===== src/hdl/sawb_pkg.sv =====
`timescale 1ns / 1ps
// ----------------------------------------------------------------------------
// sawb_pkg: shared types and constants for the cache tag core
// Address geometry, beat payload structs and the lookup status bundle.
// ----------------------------------------------------------------------------
package sawb_pkg;

	localparam int unsigned ADDR_W       = 32;
	localparam int unsigned NUM_SETS     = 128;
	localparam int unsigned LINE_BYTES   = 64;
	localparam int unsigned DEF_NUM_WAYS = 4;
	localparam int unsigned OFFSET_W     = $clog2(LINE_BYTES);
	localparam int unsigned SET_W        = $clog2(NUM_SETS);
	localparam int unsigned TAG_W        = ADDR_W - OFFSET_W - SET_W;

	typedef struct packed {
		logic [ADDR_W-1:0] address;
		logic              is_write;
	} req_t;

	typedef struct packed {
		logic              hit;
		logic              writeback_valid;
		logic [ADDR_W-1:0] writeback_addr;
		logic              fill_valid;
		logic [ADDR_W-1:0] fill_addr;
		logic [31:0]       hit_count;
		logic [31:0]       miss_count;
	} rsp_t;

	// Outcome of one set lookup.
	typedef struct packed {
		logic             hit;
		logic             wb_valid;
		logic [TAG_W-1:0] wb_tag;
	} lookup_stat_t;

endpackage


===== src/hdl/sawb_lookup.sv =====
`timescale 1ns / 1ps
// ----------------------------------------------------------------------------
// sawb_lookup: tag compare, victim choice and LRU rank update for one set
// Pure combinational logic over the row of one set.
// ----------------------------------------------------------------------------
module sawb_lookup #(
	parameter int unsigned NUM_WAYS = sawb_pkg::DEF_NUM_WAYS,
	parameter int unsigned RANK_W   = 2
) (
	input  logic [sawb_pkg::TAG_W-1:0]               tag_in,
	input  logic                                     is_write,
	input  logic [NUM_WAYS-1:0]                      cur_valid,
	input  logic [NUM_WAYS-1:0]                      cur_dirty,
	input  logic [NUM_WAYS-1:0][RANK_W-1:0]          cur_rank,
	input  logic [NUM_WAYS-1:0][sawb_pkg::TAG_W-1:0] cur_tag,
	output sawb_pkg::lookup_stat_t                   stat,
	output logic [NUM_WAYS-1:0]                      new_valid,
	output logic [NUM_WAYS-1:0]                      new_dirty,
	output logic [NUM_WAYS-1:0][RANK_W-1:0]          new_rank,
	output logic [NUM_WAYS-1:0][sawb_pkg::TAG_W-1:0] new_tag
);
	import sawb_pkg::*;

	localparam logic [RANK_W-1:0] TOP_RANK = RANK_W'(NUM_WAYS - 1);

	logic              hit_found;
	logic              vic_found;
	logic [RANK_W-1:0] hit_way;
	logic [RANK_W-1:0] vic_way;
	logic [RANK_W-1:0] touch_way;
	logic [RANK_W-1:0] old_rank;

	always_comb begin
		hit_found = 1'b0;
		hit_way   = '0;
		vic_found = 1'b0;
		vic_way   = '0;
		for (int w = 0; w < NUM_WAYS; w++) begin
			if (!hit_found && cur_valid[w] && (cur_tag[w] == tag_in)) begin
				hit_found = 1'b1;
				hit_way   = RANK_W'(w);
			end
			if (!vic_found && (cur_rank[w] == '0)) begin
				vic_found = 1'b1;
				vic_way   = RANK_W'(w);
			end
		end
	end

	assign touch_way = hit_found ? hit_way : vic_way;
	assign old_rank  = cur_rank[touch_way];

	always_comb begin
		stat.hit      = hit_found;
		stat.wb_valid = !hit_found && cur_valid[vic_way] && cur_dirty[vic_way];
		stat.wb_tag   = cur_tag[vic_way];
		new_valid     = cur_valid;
		new_dirty     = cur_dirty;
		new_tag       = cur_tag;
		for (int w = 0; w < NUM_WAYS; w++) begin
			if (cur_rank[w] > old_rank) begin
				new_rank[w] = cur_rank[w] - 1'b1;
			end else begin
				new_rank[w] = cur_rank[w];
			end
		end
		new_rank[touch_way] = TOP_RANK;
		if (hit_found) begin
			if (is_write) begin
				new_dirty[touch_way] = 1'b1;
			end
		end else begin
			new_valid[touch_way] = 1'b1;
			new_dirty[touch_way] = is_write;
			new_tag[touch_way]   = tag_in;
		end
	end

endmodule


===== config.mk =====
export PLATFORM = sky130hd
export DESIGN_NAME = sawb_lookup
export DESIGN_NICKNAME = d
export VERILOG_FILES = /design/src/hdl/sawb_pkg.sv /design/src/hdl/sawb_lookup.sv
export SDC_FILE = /design/constraint.sdc
export NUM_CORES = 1
export LEC_CHECK = 0
export ABC_AREA = 1
export ABC_CLOCK_PERIOD_IN_PS = 5150
export BUFFER_PORTS_ARGS = -buffer_cell sky130_fd_sc_hd__buf_2
export CAP_MARGIN = 20
export CORE_MARGIN = 2
export CORE_UTILIZATION = 40
export DETAILED_ROUTE_END_ITERATION = 16
export PLACE_DENSITY = 0.89
export SLEW_MARGIN = 20
export SYNTH_ARGS = -nofsm -noshare
export SYNTH_HDL_FRONTEND = slang
export SYNTH_SLANG_ARGS = --single-unit

===== constraint.sdc =====
create_clock -name vclk -period 5.15
set_input_delay 1.2875 -clock vclk [all_inputs]
set_output_delay 1.2875 -clock vclk [all_outputs]
set_load 0.01 [all_outputs]

==> flow_results.org, run 1 <==
** Synth
- Net Count, Synth :: 864
- In this run, distinct cell masters in the synthesized netlist total 33.
- After synthesis the cells add up to 0.00336 mm2.
- Fraction of the yosys area taken by sequential cells :: 0
- Yosys printed 0 warnings.
- Averaged over all synthesized cells, the footprint is 4.55 um2.
- Cells after synthesis :: 740

** Drt
- Post-Route WL :: 16,700 um
- Initial DRC Count :: 472
- Drc violations :: 0
- Once detail routing completed, the nets flagged for antenna violations numbered 0.
- WL per Instance :: 15.3 um
- The first detailed-routing pass ran for 7 iterations.
- Via density per instance :: 5.48
- Via count :: 5,982

** Timing
- Setup slack on the critical path of the routed design comes to -0.0856 ns.
- Adding up every negative setup slack in the final design gives -0.147 ns.
- Worst Tran Pin Value :: 0.608 ns
- For this run, the top clock speed supported by timing is 191 MHz.
- Final setup violation count :: 2
- In the finished design, the share of the clock period the worst path needs comes to 1.02.
- Headroom to the max-slew limit came out at 0.595.
- The smallest clock period supported by the final layout is computed as 5.24 ns.
- The number of slew-limit violations in the final report is 0.
- The final hold violation count is 0.

** Place
- At the placement stage, the worst setup path has a slack of -0.194 ns.
- Routability-driven placement finished with a final weighted congestion of 0.972.
- Port Buffer Count :: 225
- Half-perimeter wire length of the detailed placement result :: 13,000 um

** Worst setup path
- In this run the worst setup path terminates at new_rank[5].
- Critical path class :: in -> out
- Data required time at the worst endpoint :: 3.86 ns
- Critical path peak fanout :: 6
- For this design, the slowest cell found on the critical path is sky130_fd_sc_hd__ha_4.
- For this run, the slowest stage of the critical path takes 0.20 ns.
- Ordered list of cells on the worst path :: buf_2, inv_1, nand2_1, o21ai_0, nor2_1, nand2_1, nor2_2, nand3_2, nand2_2, nor2_4, nand2_4, nand2_4, nand3_1, nand2_1, nor2_2, buf_6, ha_4, inv_1, nor2_1, o21ai_2, buf_4, nand2_1, o211ai_1, buf_2
- Kind of start point of the critical path :: primary input
- STA classifies the critical path endpoint as a primary output.
- Data arrival, critical path :: 3.95 ns
- In this design, the critical path's most frequently occurring cell is sky130_fd_sc_hd__nand2_1.
- In this run the worst setup path begins at tag_in[2].

** Global routing
- Summed over all layers, the global routing overflow is 0.
- Largest net degree at the start of global routing :: 68
- Global router's overall resource usage :: 0.328
- The number of global-route vias before repair came to 5,205.
- Antenna violations before repair :: 1
- Global-route wire length before repair :: 23,900 um

** Floorplanning
- For this configuration, the core starts out at a cell density of 0.412.
- Die Area :: 0.00916 mm2
- Floorplan row count :: 33
- The die is 95.7 um wide.
- IO Pins :: 225
- The total area inside the core boundary comes to 0.00818 mm2.
- From bottom edge to top edge, the die measures 95.7 um.

** Pwr
- Of the total power, the share spent switching nets is 0.598.
- Pwr dens :: 129 mW/mm2
- For this design the static power due to leakage is 3.08 nW.
- The share of total power dissipated in sequential elements is 0.
- Combinational Power Share :: 1.000
- Largest voltage drop on the vdd net :: 79.2 uV
- Cell internal power was estimated by the tool at 0.000264 W.
- The share of total power dissipated in the clock network is 0.
- Sw Pwr :: 0.000394 W

** Final layout
- 0 antenna diodes ended up in the layout.
- Final design utilization :: 0.623
- The area growth from synthesis to layout is 51.5%.
- After the last flow step, the layout net total stands at 1,112.
- There are 0 flip-flops and latches.
- Registers take 0 um2.
- The clock buffers instantiated in the layout total 0.
- Of the cells placed in the final design, the portion with a size suffix greater than 1 is 0.360.

** Min path
- Class of the tightest hold or removal check :: in -> out
- Hold path cells :: 4

** Run status
- The flow ran to the end, but the final reports show violations.
- The final reports fail on setup timing.

** Run
- Max-cap violations in this run came to 0.

** Clock tree
- Number of hold buffers added after cts :: 0
cells in the mapped netlist:
cell type	instances	area share
sky130_fd_sc_hd__a21oi_1	26	0.039
sky130_fd_sc_hd__xor2_1	2	0.0052
sky130_fd_sc_hd__inv_1	84	0.094
sky130_fd_sc_hd__o21ai_0	106	0.16
sky130_fd_sc_hd__nand3_2	1	0.0030
sky130_fd_sc_hd__a21boi_4	1	0.0056
sky130_fd_sc_hd__a31oi_1	1	0.0019
sky130_fd_sc_hd__o211ai_1	4	0.0089
sky130_fd_sc_hd__nand2_1	287	0.32
sky130_fd_sc_hd__nand4_1	9	0.017
sky130_fd_sc_hd__o21ai_1	30	0.045
sky130_fd_sc_hd__a32o_1	1	0.0030
sky130_fd_sc_hd__inv_2	11	0.012
sky130_fd_sc_hd__or2_2	6	0.011
sky130_fd_sc_hd__nand3_1	19	0.028
sky130_fd_sc_hd__ha_1	12	0.045
sky130_fd_sc_hd__buf_6	1	0.0033
sky130_fd_sc_hd__o21bai_1	1	0.0022
sky130_fd_sc_hd__nand2_4	3	0.010
sky130_fd_sc_hd__nor2_4	1	0.0033
sky130_fd_sc_hd__xnor2_1	5	0.013
sky130_fd_sc_hd__o22ai_1	6	0.011
sky130_fd_sc_hd__nand2_2	3	0.0056
sky130_fd_sc_hd__or2_0	1	0.0019
sky130_fd_sc_hd__clkbuf_1	11	0.012
sky130_fd_sc_hd__buf_4	8	0.018
sky130_fd_sc_hd__nor2_1	83	0.093
sky130_fd_sc_hd__buf_1	2	0.0022
sky130_fd_sc_hd__buf_2	11	0.016
sky130_fd_sc_hd__nand4_2	1	0.0037
sky130_fd_sc_hd__clkinv_2	1	0.0015
sky130_fd_sc_hd__nor3_1	1	0.0015
sky130_fd_sc_hd__nor2_8	1	0.0060
timing repair:
action | CTS | global route
resized for setup | 9 | 70
setup buffers | 0 | 4
pin swaps | 0 | 40
cloned | 0 | 0
setup endpoints to repair | 8 | 8
cell usage in the layout, fill, tap and decap left out, types with 2 or more instances in the layout:
master                       n
sky130_fd_sc_hd__nand2_1   280
sky130_fd_sc_hd__buf_2     213
sky130_fd_sc_hd__o21ai_0    97
sky130_fd_sc_hd__inv_1      77
sky130_fd_sc_hd__nor2_1     66
sky130_fd_sc_hd__buf_4      55
sky130_fd_sc_hd__o21ai_1    33
sky130_fd_sc_hd__a21oi_1    26
sky130_fd_sc_hd__nor2_2     17
sky130_fd_sc_hd__inv_2      14
sky130_fd_sc_hd__nand3_1    12
sky130_fd_sc_hd__nand2_2     9
sky130_fd_sc_hd__nand4_1     9
sky130_fd_sc_hd__ha_1        9
sky130_fd_sc_hd__nand3_2     8
sky130_fd_sc_hd__o21ai_2     6
sky130_fd_sc_hd__o22ai_1     6
sky130_fd_sc_hd__buf_6       6
sky130_fd_sc_hd__xnor2_1     5
sky130_fd_sc_hd__inv_4       4
sky130_fd_sc_hd__nand2_4     4
sky130_fd_sc_hd__or2_2       4
sky130_fd_sc_hd__o211ai_1    4
sky130_fd_sc_hd__clkbuf_4    4
sky130_fd_sc_hd__ha_4        3
sky130_fd_sc_hd__xor2_1      2
sky130_fd_sc_hd__or2_4       2
routing by layer:
metal,vias to the layer above,track usage,wire length (um),share of wire
met5,-,0,14,0.00084
met3,76,0.0439,1930,0.12
met4,2,0.113,614,0.037
met1,2625,0.399,6280,0.38
met2,435,0.587,7830,0.47
li1,2844,-,-,-
worst min path at each step:
stage	startpoint	to	slack, ns
floorplan	cur_valid[3]	new_valid[3]	2.68
global placement	cur_dirty[3]	new_dirty[3]	2.87
detailed placement	cur_dirty[3]	new_dirty[3]	2.87
CTS	cur_dirty[3]	new_dirty[3]	2.87
global route	cur_valid[1]	new_valid[1]	2.90
finish	cur_dirty[3]	new_dirty[3]	2.87
cell type report:
type	instances	area (um2)
Multi-Input combinational cell	611	2990
Inverter	96	375
Fill cell	828	3080
Tap cell	105	131
Timing Repair Buffer	279	1600
critical path: cells and delay by family:
kind | cells | cell delay [ns]
and+or+nand+nor | 14 | 1.31
adders and majority gates | 1 | 0.20
buffers and inverters | 6 | 0.75
AOI/OAI and AO/OA | 3 | 0.39
per-stage QoR:
| stage | total power, W | hold slack, ns | instance area (um2) | instances |
|---|---|---|---|---|
| 6_report | 0.000658 | 2.87 | 5100 | 1091 |
| 5_1_grt | 0.000719 | 2.90 | 5100 | 1091 |
| 4_1_cts | 0.000597 | 2.87 | 4850 | 1087 |
| 3_5_place_dp | 0.000588 | 2.87 | 4840 | 1087 |
| 3_3_place_gp | 0.000577 | 2.87 | 4840 | 1087 |
| 2_1_floorplan | 0.000324 | 2.68 | 3360 | 740 |
power by group through the flow:
| stage | sequential, W | combinational [W] | clock (W) |
|---|---|---|---|
| floorplan | 0 | 0.000324 | 0 |
| global placement | 0 | 0.000577 | 0 |
| detailed placement | 0 | 0.000588 | 0 |
| CTS | 0 | 0.000597 | 0 |
| global route | 0 | 0.000719 | 0 |
| finish | 0 | 0.000658 | 0 |
cell families after synthesis:
logic type,after synthesis,synth area share
xor gates and xnor gates,7,0.0182
and+or+nand+nor,416,0.504
buffers and inverters,129,0.160
AOI/OAI and AO/OA,176,0.274
adders and majority gates,12,0.0446
No activity file was read; power rests on OpenSTA's default activity.
==> run 2: changes to the inputs <==
Settings changed: CELL_PAD_IN_SITES_DETAIL_PLACEMENT from default to 1, CELL_PAD_IN_SITES_GLOBAL_PLACEMENT from default to 2, CORE_UTILIZATION 40 to 16, PLACE_DENSITY 0.89 to 0.87.
==> flow_results.org, run 2 (synthesis gave the netlist of run 1 again) <==
** Global routing
- The first global-routing pass estimated 32,900 um of wire.
- Global router's overall resource usage :: 0.189
- Final global-route overflow total :: 0
- Antenna violations before repair :: 2
- The number of global-route vias before repair came to 5,916.
- Entering global routing, the biggest net connects 68 pins.

** Drt
- Drc violations :: 0
- WL per Instance :: 16.8 um
- Length of routed wiring on met1 :: 9640 um
- Signal routing reaches up to met4.
- The count of nets left with antenna violations once routing finished came out at 0.
- Initial DRC Count :: 147
- Summed over all nets, wire length on met3 after detailed routing comes to 1270 um.
- Dividing the detail-routed via count by the number of cells gives 4.37.
- The pre-antenna-repair detailed-routing pass consisted of 4 iterations.
- The final layout contains routed wiring with a total length of 22,100 um.
- Met2 routed wirelength :: 11,100 um
- Summing over every cut layer, the via total after detailed routing is 5,761.

** Worst setup path
- The critical path in this run is classified as in -> out.
- The most critical setup path has its startpoint at tag_in[5].
- Delay of the slowest critical-path stage :: 0.28 ns
- Kind of start point of the critical path :: primary input
- In this run the number of cells on the critical path is 21.
- Among the stages of the critical path, the cell type that occurs most often is sky130_fd_sc_hd__nor2_4.
- Data required time at the worst endpoint :: 3.86 ns
- Critical path peak fanout :: 6
- Crit path capture type :: primary output
- At the worst endpoint, the arrival time is 3.86 ns.
- Ordered list of cells on the worst path :: clkbuf_4, inv_1, buf_4, nand2_1, nand4_1, nor2_2, nand3_2, nand2_2, nor2_4, nand2_4, nand4_1, nand2_2, nor2_4, buf_6, ha_4, inv_4, nor2_4, o21ai_2, buf_4, o211ai_1, buf_2
- The slowest stage of the critical path is the sky130_fd_sc_hd__ha_4 cell.
- In this design, the largest share of critical-path delay is due to simple AND/OR/NAND/NOR gates.
- Crit path buffers/inverters :: 7

** Final layout
- Final standard cell area without fillers :: 0.00596 mm2
- Most used cells in the layout excluding fill and tap cells :: sky130_fd_sc_hd__nand2_1, sky130_fd_sc_hd__buf_2, sky130_fd_sc_hd__buf_4
- Layout clock buffer count :: 0
- The design has 0 sequential cells.
- Area of all sequential standard cells :: 0 um2
- For this run, the share of the core covered by cells in the final layout is 0.286.
- Layout overhead on the synthesized area :: 77.2%
- Leaving out fill and tap cells, the most frequent cell in the layout is sky130_fd_sc_hd__nand2_1.
- Total of fill cells in the finished design :: 2,857
- In the final layout, the share of cells above drive strength 1 is 0.424.
- The count of cells in the finished layout, fillers not included, comes to 1,317.
- Fin nets :: 1,166

** Place
- Half-perimeter wire length of the detailed placement result :: 18,400 um
- At the end of routability-driven placement, the weighted congestion stood at 0.852.
- The count of buffers added on input and output ports is 225.
- The placed instances occupy a cell area of 0.00540 mm2.
- Post-placement cell count :: 1,302

** Timing
- Final setup violation count :: 0
- Crit path time final :: 5.15 ns
- Derived from the worst setup path, the maximum achievable clock frequency is 194 MHz.
- Worst Tran Pin Value :: 0.491 ns
- Final period utilization :: 0.999
- The final hold violation count came to 0.
- Measured against its own limit, the worst slew margin works out to 0.672.
- Worst hold-check slack :: 2.89 ns
- Fin. max-slew vios :: 0
- Setup TNS :: 0 ns
- Setup repair after global routing could not meet its margin everywhere.

** Floorplanning
- Core box area :: 0.0208 mm2
- 225 I/O pins were placed.
- In this run the vertical extent of the chip is 149 um.
- Measured along the x axis, the die boundary spans 149 um.
- The initial utilization of the core area, before any placement, comes to 0.162.
- Floorplan row count :: 53
- Die Area :: 0.0222 mm2

** Run
- The tool flagged a number of max-cap violations equal to 0.

** Pwr
- Sw Pwr :: 0.000435 W
- For this design the static power due to leakage is 3.39 nW.
- VDD sags by at most 82.0 uV.
- Sw Share :: 0.576
- Of the total power, registers draw 0.
- Int Power :: 0.000320 W
- Pwr dens :: 127 mW/mm2
- Part of the power in the clock network :: 0
- Combinational Power Share :: 1.000

** Min path
- Worst Hold End :: new_dirty[0]
- Along the worst hold path, the cell count comes to 4.
- The worst hold path begins at cur_dirty[0].
- Class of the tightest hold or removal check :: in -> out

** Run status
- The flow ran to the end, and the final reports show no timing, DRC or antenna violations.

** Clock tree
- Buffers inserted to repair hold after CTS numbered 0.
==> run 2: cell types whose count changed in the layout (fill, tap and decap cells not counted), sizes merged <==
cell / previous run / this run
clkinv: 0 / 1
buf: 275 / 329
diode: 0 / 2
inv: 96 / 95
==> run 2: layout make-up <==
cell class / instances / area [um2] / area share
Antenna cell: 2 / 5.00 / 0.000840
Inverter: 96 / 388 / 0.0651
Multi-Input combinational cell: 611 / 3150 / 0.529
Tap cell: 275 / 344 / 0.0577
Timing Repair Buffer: 333 / 2070 / 0.348
==> run 2: per-stage QoR <==
stage,power [W],worst slack (ns)
floorplan,0.000324,0.0293
global placement,0.000655,-0.297
detailed placement,0.000665,-0.406
CTS,0.000693,-0.0177
global route,0.000836,-0.174
finish,0.000755,0.00280
==> run 2: worst max-delay path by stage <==
stage / end / slack (ns)
final: new_rank[3] / 0.003
after global routing: new_rank[1] / -0.17
after CTS: new_rank[7] / -0.02
after detailed placement: new_rank[7] / -0.41
after global placement: new_rank[7] / -0.30
after floorplan: new_rank[7] / 0.03
==> run 2: what timing repair did <==
action | in CTS | in global routing
setup endpoints to repair | 8 | 10
pin swaps | 25 | 54
gates resized for setup | 43 | 94
buffers inserted | 8 | 6
==> run 2: power by group through the flow <==
stage | sequential (W) | combinational [W] | clock, W
final | 0 | 0.000755 | 0.0000000000519
after global routing | 0 | 0.000836 | 0
after floorplan | 0 | 0.000324 | 0
after detailed placement | 0 | 0.000665 | 0
after CTS | 0 | 0.000693 | 0
after global placement | 0 | 0.000655 | 0
==> run 2: worst min-delay path, stage by stage <==
cell and delay [ns]:
sky130_fd_sc_hd__buf_2 0.09, sky130_fd_sc_hd__nand2_1 0.05, sky130_fd_sc_hd__nand2_1 0.05, sky130_fd_sc_hd__buf_2 0.12
==> run 2: routing by layer <==
layer,up-vias,GRT usage
met4,0,0.00667
met1,2674,0.240
met2,137,0.352
met3,4,0.0291
li1,2946,-
met5,-,0
==> run 3: changes to the inputs <==
Settings changed: ABC_CLOCK_PERIOD_IN_PS 5150 to 4500, SKIP_LAST_GASP from default to 1.
Clock period 5.15 ns to 4.5 ns, I/O delays scaled along.
==> flow_results.org, run 3 (synthesis gave the netlist of run 1 again) <==
** Floorplanning
- For this configuration, the core starts out at a cell density of 0.162.
- After floorplanning, the core was divided into 53 placement rows.
- Measured along the y axis, the die boundary spans 149 um.
- Core box area :: 0.0208 mm2
- IO Pins :: 225
- The die covers 0.0222 mm2.
- The die is 149 um wide.

** Run status
- The final reports fail on setup timing.
- The flow ran to the end, but the final reports show violations.

** Drt
- Number of antenna-violating nets in the routed design :: 0
- After detailed routing, the number of vias per cell comes to 4.53.
- In the routed design, unresolved DRC markers number 0.
- The first detailed-routing pass ran for 4 iterations.
- In the final routed layout, each cell accounts on average for 18.1 um.
- Post-Route WL :: 24,700 um
- The routed layout has 6,185 vias.
- Initial DRC Count :: 163

** Final layout
- The library cell used most frequently in the layout, excluding fill and tap cells, is sky130_fd_sc_hd__nand2_1.
- Compared with the post-synthesis result, the final layout area differs by 97.5%.
- There are 0 flip-flops and latches.
- Share of cells above drive strength 1 :: 0.462
- Total of fill cells in the finished design :: 2,821
- Area of all sequential standard cells :: 0 um2
- The library cells used most frequently in the layout, excluding fill and tap cells, are sky130_fd_sc_hd__nand2_1, sky130_fd_sc_hd__buf_2, sky130_fd_sc_hd__buf_4.
- After layout, the clock buffer instance count stands at 0.
- In the final design database the tool counted 1,215 nets.

** Worst setup path
- The worst setup path is of the in -> out kind.
- Most frequent CP cell :: sky130_fd_sc_hd__nand2_1
- Master of the slowest instance on the critical path :: sky130_fd_sc_hd__ha_4
- Data required time at the worst endpoint :: 3.38 ns
- Ordered list of cells on the worst path :: buf_2, inv_2, buf_4, nand2_1, nand2_1, nor2_1, nand2_1, nor2_2, nand2_1, nor2_4, a21boi_4, buf_4, nand4_1, nand2_2, nor2_4, ha_4, inv_4, nor2_4, o21ai_4, o21ai_2, or2_4, buf_6
- STA puts the critical path data arrival time at 3.80 ns.
- STA classifies the critical path endpoint as a primary output.
- STA classifies the critical path startpoint as a primary input.
- Along the worst path, the maximum fanout reaches 6.
- Delay of the slowest critical-path stage :: 0.26 ns

** Timing
- The number of slew-limit violations in the final report was 0.
- Final setup margin :: -0.422 ns
- Fmax :: 203 MHz
- Total count of hold-check failures in the final report :: 0
- Crit path time final :: 4.92 ns
- Setup violations remaining at the end of the flow were counted as 10.
- Slew headroom :: 0.673
- Worst Tran Pin Value :: 0.491 ns
- Final period utilization :: 1.09
- Setup repair after global routing could not meet its margin everywhere.

** Min path
- Hold path cells :: 4
- Hold Path Origin :: cur_tag[30]
- Worst Hold End :: new_tag[30]
- Class of the tightest hold or removal check :: in -> out

** Global routing
- The initial antenna violation count came to 5.
- The number of global-route vias before repair was 6,179.
- Largest net degree at the start of global routing :: 68
- The first global-routing pass estimated 34,300 um of wire.
- Final global-route overflow total :: 0
- Global router's overall resource usage :: 0.200

** Pwr
- The design draws 0.000967 W.
- Pwr dens :: 146 mW/mm2
- Largest voltage drop on the vdd net :: 73.7 uV
- For this design the static power due to leakage is 3.70 nW.

** Run
- Number of max-cap violations :: 0

** Place
- Pre-CTS worst setup slack :: -0.654 ns
- Half-perimeter wire length of the detailed placement result :: 19,500 um
- At the end of routability-driven placement, the weighted congestion stood at 0.894.
- Port buffering added 225 buffers.
==> run 3: per-stage QoR <==
step	cells	setup TNS [ns]	instance area, um2	hold WS [ns]	util
global route	1365	-6.60	6640	2.58	0.319
detailed placement	1340	-5.56	5770	2.57	0.277
global placement	1340	-3.84	5770	2.56	0.277
floorplan	740	-0.0312	3380	2.36	-
finish	1366	-2.98	6650	2.56	0.319
CTS	1353	-1.69	6170	2.57	0.296
==> run 3: how the worst max path moves through the flow <==
stage,slack (ns),from,cells past startpoint,to
finish,-0.42,tag_in[4],22,new_rank[7]
global route,-0.57,tag_in[9],22,new_rank[6]
CTS,-0.25,tag_in[3],20,new_rank[2]
detailed placement,-0.65,tag_in[14],22,new_rank[7]
global placement,-0.53,tag_in[14],22,new_rank[7]
floorplan,-0.03,tag_in[12],20,new_rank[7]
==> run 3: area by class of cell <==
type	instances	area, um2	share of cell area
well taps	275	344	0.0518
inverters	96	397	0.0597
repair buffers	381	2620	0.394
diodes	2	5.00	0.000753
multi-input cells	612	3280	0.494
==> run 3: critical path: cells and delay by family <==
kind            cells  cell delay, ns
simple gates       12            1.40
compound gates      3            0.37
fa+ha+maj           1            0.26
buf+inv             6            0.65
==> run 3: layer usage <==
layer / vias up / wire, um / global-route usage
li1: 3058 / - / -
met1: 2882 / 10500 / 0.247
met2: 207 / 12100 / 0.374
met3: 32 / 1620 / 0.0300
met4: 6 / 420 / 0.0271
met5: - / 41 / 0
==> run 3: repair_timing <==
| action | in CTS | in global routing |
|---|---|---|
| gates resized for setup | 78 | 101 |
| pin swaps | 36 | 40 |
| hold buffers | 0 | 0 |
| setup buffers | 14 | 6 |
| cloned | 0 | 7 |
| setup endpoints to repair | 31 | 89 |
==> run 3: power by group <==
part	switching, W	internal (W)
logic	0.000544	0.000423
clock network	0	0.0000000000594
registers	0	0
total	0.000544	0.000423
